`config.mk`:
```
export PLATFORM = sky130hd
export DESIGN_NAME = rcwc_divider
export DESIGN_NICKNAME = d
export VERILOG_FILES = /design/src/hdl/rcwc_divider.sv
export SDC_FILE = /design/constraint.sdc
export NUM_CORES = 1
export LEC_CHECK = 0
export BUFFER_PORTS_ARGS = -buffer_cell sky130_fd_sc_hd__buf_4
export CAP_MARGIN = 20
export CORE_MARGIN = 2
export CORE_UTILIZATION = 57
export DETAILED_ROUTE_END_ITERATION = 10
export PLACE_DENSITY = 0.89
export SETUP_SLACK_MARGIN = 0.02
export SYNTH_ARGS = -nofsm -noshare
export SYNTH_HDL_FRONTEND = slang
export SYNTH_SLANG_ARGS = --single-unit
```
`constraint.sdc`:
```
create_clock -name aclk -period 5.12 [get_ports aclk]
set_input_delay 1.024 -clock aclk [delete_from_list [all_inputs] [get_ports aclk]]
set_output_delay 1.024 -clock aclk [all_outputs]
set_load 0.02 [all_outputs]
```
`src/hdl/rcwc_divider.sv`:
```
// rcwc_divider: restoring divider, one quotient bit per cycle.
// Depends on nothing.
module rcwc_divider #(
    parameter int NW = 25,
    parameter int DW = 19
) (
    input  logic          aclk,
    input  logic          aresetn,
    input  logic          start,
    input  logic [NW-1:0] numer,
    input  logic [DW-1:0] denom,
    output logic          done,
    output logic [NW-1:0] quot
);
    localparam int CW = $clog2(NW + 1);

    logic [NW-1:0] q_reg, q_next;
    logic [DW:0]   r_reg, r_next;
    logic [DW-1:0] d_reg;
    logic [CW-1:0] cnt_reg, cnt_next;
    logic          busy_reg, busy_next;
    logic [DW:0]   trial;

    always_comb begin
        q_next    = q_reg;
        r_next    = r_reg;
        cnt_next  = cnt_reg;
        busy_next = busy_reg;
        trial     = {r_reg[DW-1:0], q_reg[NW-1]};
        if (start) begin
            q_next    = numer;
            r_next    = '0;
            cnt_next  = CW'(NW);
            busy_next = 1'b1;
        end else if (busy_reg) begin
            if (trial >= {1'b0, d_reg}) begin
                r_next = trial - {1'b0, d_reg};
                q_next = {q_reg[NW-2:0], 1'b1};
            end else begin
                r_next = trial;
                q_next = {q_reg[NW-2:0], 1'b0};
            end
            cnt_next = cnt_reg - 1'b1;
            if (cnt_reg == CW'(1)) busy_next = 1'b0;
        end
    end

    always_ff @(posedge aclk) begin
        if (!aresetn) begin
            busy_reg <= 1'b0;
            cnt_reg  <= '0;
        end else begin
            busy_reg <= busy_next;
            cnt_reg  <= cnt_next;
        end
        q_reg <= q_next;
        r_reg <= r_next;
        if (start) d_reg <= denom;
    end

    assign done = busy_reg && (cnt_reg == CW'(1));
    assign quot = {q_reg[NW-2:0], (trial >= {1'b0, d_reg})};
endmodule

```
Word level (Yosys, flattened, before mapping)
Index checks and enable logic that the tools add are counted.
{"block": "word_totals", "out_inout_bits": 26, "reg_bits": 69, "elab_cells": 23, "inputBits": 47}
{"block": "classes", "add_sub_neg": 2, "n_reduce_logical": 3, "n_bitwise": 1, "eq_ne": 1, "magnitude_cmp": 1, "mux": 9}
{"operator": "25-bit 2-to-1 mux", "n": 2}
{"operator": "20-bit by 19-bit greater-or-equal comparator with 1-bit output", "n": 1}
{"operator": "19-bit 2-to-1 mux", "n": 1}
{"operator": "19-bit subtractor", "n": 1}
{"operator": "5-bit 2-to-1 mux", "n": 2}
{"operator": "5-bit by 1-bit equality test with 1-bit output (second input constant)", "n": 1}
{"operator": "5-bit by 1-bit subtractor with 5-bit output (second input constant)", "n": 1}
{"operator": "1-bit 2-to-1 mux", "n": 4}
{"operator": "2-bit nonzero test", "n": 1}
{"operator": "2-bit OR reduction", "n": 1}
{"operator": "1-bit logical AND", "n": 1}
{"operator": "1-bit NOT", "n": 1}

Logic depth before layout (Yosys ltp)
Gate-level depths: netlist of run 1.
{"block": "depth", "word_depth": 4, "mapped_depth": 11, "mapped_depth_nobuf": 10}

Least setup slack after synthesis of run 1
OpenSTA, ideal clock, no wires.
{"block": "synth_path", "kind": "reg-to-output", "startpoint": "reg q_reg[24]", "endpoint": "out quot[0]", "path_slack_ps": 2065, "t_required_ps": 4096, "path_buffers": 0, "stages_incl_launch_ff": 10, "arrival_ps": 2031, "cell_sequence": "edfxtp_1 inv_1 ha_1 fa_1 nand2b_1 a21oi_2 o21ai_2 a211oi_4 nor2_4 inv_2"}
{"block": "synth_between", "elab_chain_len": 1}
{"item": "from (decl)", "line": "17", "text": "logic [NW-1:0] q_reg, q_next;"}
{"item": "from (signal assigned)", "line": "56", "text": "q_reg <= q_next;"}
{"item": "20-bit by 19-bit greater-or-equal comparator with 1-bit output", "line": "62", "text": "assign quot = {q_reg[NW-2:0], (trial >= {1'b0, d_reg})};"}
{"item": "to (decl)", "line": "13", "text": "output logic [NW-1:0] quot"}
No other way between the ends.

Final worst setup path of run 1
Ends and elaborated chain as after synthesis.

==> flow_metrics.tcl, run 1 <==
set metrics [dict create \
    rsz0062_at_grt "no" \
    synth_xor_area_share_pct 3.10 \
    die_x_um 90.2 \
    overflow 0 \
    drive_gt1_share_pct 29.6 \
    p_leak_uw 0.00198 \
    hold_viol_final 0 \
    ys_types 63 \
    num_antenna_cells 0 \
    setup_viol 0 \
    final_nets 524 \
    cts_tree "done" \
    io_buffers 72 \
    worst_setup_path_start_kind "register" \
    arrival_ns 3.14 \
    synth_top_family_by_area "compound AO/OA/AOI/OAI gates" \
    dp_slack_ns 1.37 \
    ant_nets 0 \
    drt_wl_total_um 9300 \
    antenna_found_initial 0 \
    synth_edf_count 44 \
    clock_skew_ns 0.0114 \
    setup_tns_ns 0 \
    dpl.hpwl_um 6720 \
    placed_area_um2 4600 \
    grt_use_total_pct 22.8 \
    syn_area_um2 4230 \
    final_common_cell "buf_4" \
    initialDrtViolationCount 302 \
    ys_dominant_reg_cell "edfxtp_1" \
    status "complete, no violations" \
    drc 0 \
    grt_pass1_wl_um 14700 \
    max_stage_delay_ns 0.72 \
    initial_core_util_pct 58.7 \
    synth_fa_ha_area_share_pct 6.68 \
    syn_area_per_cell_um2 10.3 \
    num_vias 3337 \
    synth_warnings 0 \
    synth_top_area_share_pct 31.2 \
    post_cts_buffers 0 \
    die_area_um2 8130 \
    cp_max_fo 15 \
    cts_buffer_depth 2 \
    timing.final.crit_share_pct 81.3 \
    hold_class "reg -> reg" \
    ys_ff_latch 69 \
    cts.sinks 69 \
    routedWlPerCell_um 16.6 \
    cts_hold_buf 0 \
    cts_made_buffers 9 \
    drt-pass1-iter-count 5 \
    cp_slowest_cell "a211oi_4" \
    insertion_delay_ns 0.36 \
    crit_path_end_kind "output pin" \
    ys_seq_area_share_pct 43.0 \
    clock-root-buffer "clkbuf_8" \
    setup_ws_ns 0.959 \
    maxSlewHeadroom_pct 37.1 \
    synth_mux_area_share_pct 7.39 \
    critPathRequiredTime_ns 4.10 \
    fp.dieH_um 90.2 \
    synthCells 410 \
    final_cell_mix "75 x buf_4, 44 x edfxtp_1, 36 x nor2_1" \
    core_area_um2 7210 \
    powerDensity_nw_per_um2 310 \
    worst_pin_slew_ns 0.943 \
    htree_levels 3 \
    grt_pass1_vias 3131 \
    largest_reg_flops 25 \
    path_clk_slew_ns 0.08 \
    peakVddDrop_mv 0.229 \
    num_rows 31 \
    finalInstanceArea_um2 4780 \
    syn_nets 479 \
    drv_cap 0 \
    grt_max_degree 68 \
    gp_congestion 0.943 \
    syn2layout_area_growth_pct 12.9 \
    synth_compound_area_share_pct 16.6 \
    crit_chain "inv_1 > ha_1 > fa_1 > nand2b_1 > a21oi_2 > o21ai_2 > a211oi_4 > nor2_4 > inv_2 > buf_4" \
    final_max_slew_viol_count 0 \
    cts-resized-gates 0 \
    vias_per_cell 5.97 \
    ios 73 \
    yosys.area.top_type "edfxtp_1" \
    synthSimpleGateAreaFrac_pct 13.1 \
    synth.area.top_cells "edfxtp_1 31%, dfxtp_1 12%, mux2_2 6.9%" \
    fmax_ghz 0.240 \
    path_class "reg -> out" \
    synthArstFlopShare_pct 0 \
    finalCriticalPeriod_ns 4.16 \
]
[worst paths after layout]
kind,to,from,cells after the start,slack (ns)
worst max-delay path,quot[0],q_reg[24],10,0.96
worst min-delay path,r_reg[2],r_reg[2],2,0.51
worst max register to register,r_reg[2],q_reg[24],9,2.14
worst min register to register,r_reg[2],r_reg[2],2,0.51
[cell type report]
class / instances / area (um^2)
flip-flops and latches: 69 / 1820
inverters: 29 / 109
repair buffers: 75 / 563
clock inverters: 7 / 50.0
well taps: 99 / 124
multi-input cells: 271 / 1990
fillers: 576 / 2440
clock buffers: 9 / 124
[through the flow]
| step | hold slack, ns | power [uW] | cells | util (%) |
|---|---|---|---|---|
| final | 0.512 | 1480 | 559 | 66.2 |
| after detailed placement | 0.487 | 1080 | 543 | 63.8 |
| after floorplan | 0.455 | 989 | 410 | - |
| after CTS | 0.507 | 1480 | 559 | 66.2 |
| after global placement | 0.484 | 1070 | 543 | 63.8 |
| after global routing | 0.543 | 1540 | 559 | 66.2 |
[worst max-delay path: cells and delay by family (launching register included)]
family | cells | cell delay (ns)
fa+ha+maj | 2 | 0.63
buf+inv | 3 | 0.37
compound gates | 3 | 1.15
simple gates | 2 | 0.31
flops | 1 | 0.33
[per-layer routing]
layer | GRT usage (%) | part of all wire [%] | vias up
li1 | - | - | 1569
met1 | 26.9 | 41 | 1587
met2 | 38.3 | 49 | 145
met3 | 6.20 | 6.4 | 36
met4 | 11.5 | 3.7 | 0
met5 | 0 | 0 | -
[cells by family after synthesis]
| logic type | Yosys count |
|---|---|
| fa+ha+maj | 22 |
| compound gates | 97 |
| simple gates | 109 |
| xor+xnor | 15 |
| buf+inv | 70 |
| flops | 69 |
| mux | 28 |
[cell usage after synthesis, types with 3 or more instances]
library cell,number
edfxtp_1,44
nor2_1,36
nand2_1,28
inv_1,27
buf_4,26
mux2_2,26
dfxtp_1,25
a21oi_1,23
ha_1,21
nand3_1,11
o21ai_0,9
xnor2_1,8
a311oi_1,7
xor2_1,7
o21a_1,6
a21o_1,5
o211ai_1,5
o21ai_2,5
o21bai_1,5
o41ai_1,5
a32oi_1,4
buf_6,4
nand2b_1,4
nor3_1,4
o31ai_1,4
a211oi_1,3
a31oi_1,3
and3_1,3
clkbuf_1,3
nand4_1,3
nor2b_1,3
nor4_1,3
[power by group]
group | total (uW) | switching [uW] | leakage, uW | internal, uW
combinational | 397 | 227 | 0.00125 | 170
sequential | 679 | 30.1 | 0.000643 | 649
clock | 404 | 227 | 0.0000837 | 177
(Power assumes the default switching activity.)
==> run 2, diff against run 1 <==
==> constraint.sdc (replaced) <==
create_clock -name aclk -period 3.9 [get_ports aclk]
set_input_delay 0.78 -clock aclk [delete_from_list [all_inputs] [get_ports aclk]]
set_output_delay 0.78 -clock aclk [all_outputs]
set_load 0.02 [all_outputs]
==> flow_metrics.tcl, run 2 (same netlist as run 1, synthesis figures left out) <==
set metrics [dict create \
    arrival_ns 2.67 \
    largest_reg_flops 25 \
    hold_class "reg -> reg" \
    status "complete, no violations" \
    hold_viol_final 0 \
    cp_max_fo 7 \
    syn2layout_area_growth_pct 13.8 \
    insertion_delay_ns 0.36 \
    setup_viol 0 \
    final_cell_mix "77 x buf_4, 44 x edfxtp_1, 36 x nor2_1" \
    ios 73 \
    cts_buffer_depth 2 \
    final_nets 526 \
    die_x_um 90.2 \
    clock-root-buffer "clkbuf_8" \
    ant_nets 0 \
    num-fill-cells 551 \
    gp_congestion 0.971 \
    grt_use_total_pct 22.2 \
    num_rows 31 \
    maxSlewHeadroom_pct 38.2 \
    finalInstanceArea_um2 4820 \
    htree_levels 3 \
    cts_made_buffers 9 \
    antenna_found_initial 0 \
    dp_slack_ns 0.874 \
    fmax_ghz 0.290 \
    cts-resized-gates 0 \
    rsz0062_at_grt "no" \
    drv_cap 0 \
    overflow 0 \
    worst_setup_path_start_kind "register" \
    final_common_cell "buf_4" \
    fp.dieH_um 90.2 \
    drt_wl_total_um 9070 \
    drive_gt1_share_pct 30.1 \
    placed_area_um2 4620 \
    cts.sinks 69 \
    core_area_um2 7210 \
    num_antenna_cells 0 \
    worst_pin_slew_ns 0.926 \
    grt_max_degree 68 \
    finalCriticalPeriod_ns 3.45 \
    grt_pass1_wl_um 14300 \
    path_class "reg -> out" \
    critPathRequiredTime_ns 3.12 \
    peakVddDrop_mv 0.291 \
    powerDensity_nw_per_um2 417 \
    timing.final.crit_share_pct 88.4 \
    p_leak_uw 0.00201 \
    crit_path_end_kind "output pin" \
    initialDrtViolationCount 203 \
    die_area_um2 8130 \
    post_cts_buffers 0 \
    drt-pass1-iter-count 4 \
    cts_hold_buf 0 \
    io_buffers 72 \
    cts_tree "done" \
    clock_skew_ns 0.0115 \
    setup_tns_ns 0 \
    final_max_slew_viol_count 0 \
    drc 0 \
    routedWlPerCell_um 16.2 \
    dpl.hpwl_um 6540 \
    initial_core_util_pct 58.7 \
    path_clk_slew_ns 0.08 \
    vias_per_cell 5.75 \
    num_vias 3225 \
    p_total_uw 2010 \
    setup_ws_ns 0.452 \
    grt_pass1_vias 3040 \
]
## run 2: cell count changes in the layout (fill, tap and decap cells not counted), sizes merged
cell,change
clkinvlp,-1
buf,+2
bufinv,+1
## run 2: worst paths after layout
path              slack, ns       end      start  depth (start not counted)
setup reg to reg       1.20  r_reg[9]  q_reg[24]                         10
setup / recovery       0.45   quot[0]  q_reg[24]                         10
hold / removal         0.51  r_reg[2]   r_reg[2]                          2
hold reg to reg        0.51  r_reg[2]   r_reg[2]                          2
## run 2: final cells by class
cell class                 count  area (um^2)  share of cell area [%]
clock inverter                 7         73.8                    1.53
inverter                      29          109                    2.26
multi-input combinational    271         1990                    41.2
clock buffer                   9          124                    2.57
sequential                    69         1820                    37.8
timing repair buffer          77          578                    12.0
tap                           99          124                    2.57
## run 2: power breakdown
group	switching [uW]	internal, uW
clock	297	298
combinational	292	225
sequential	42.7	852
## run 2: worst max-delay path: stages, from the launching register on
cell	delay, ns
edfxtp_1	0.33
inv_1	0.06
ha_1	0.23
fa_1	0.41
nand2b_1	0.19
a21oi_2	0.24
o21ai_2	0.17
a211oi_4	0.29
nor2_4	0.10
inv_2	0.13
buf_4	0.16
## run 2: layer usage
layer  vias up  wire (um)  track usage (%)
met4         0        290             10.1
met2       114       4400             37.3
met5         -          0                0
met3        26        481             5.36
met1      1517       3900             26.8
li1       1568          -                -
## run 2: metrics by stage
step | std cells | hold WS [ns] | utilization, %
6_report | 561 | 0.509 | 66.8
5_1_grt | 561 | 0.540 | 66.8
4_1_cts | 561 | 0.509 | 66.8
3_5_place_dp | 545 | 0.492 | 64.0
3_3_place_gp | 545 | 0.482 | 64.0
2_1_floorplan | 410 | 0.455 | -
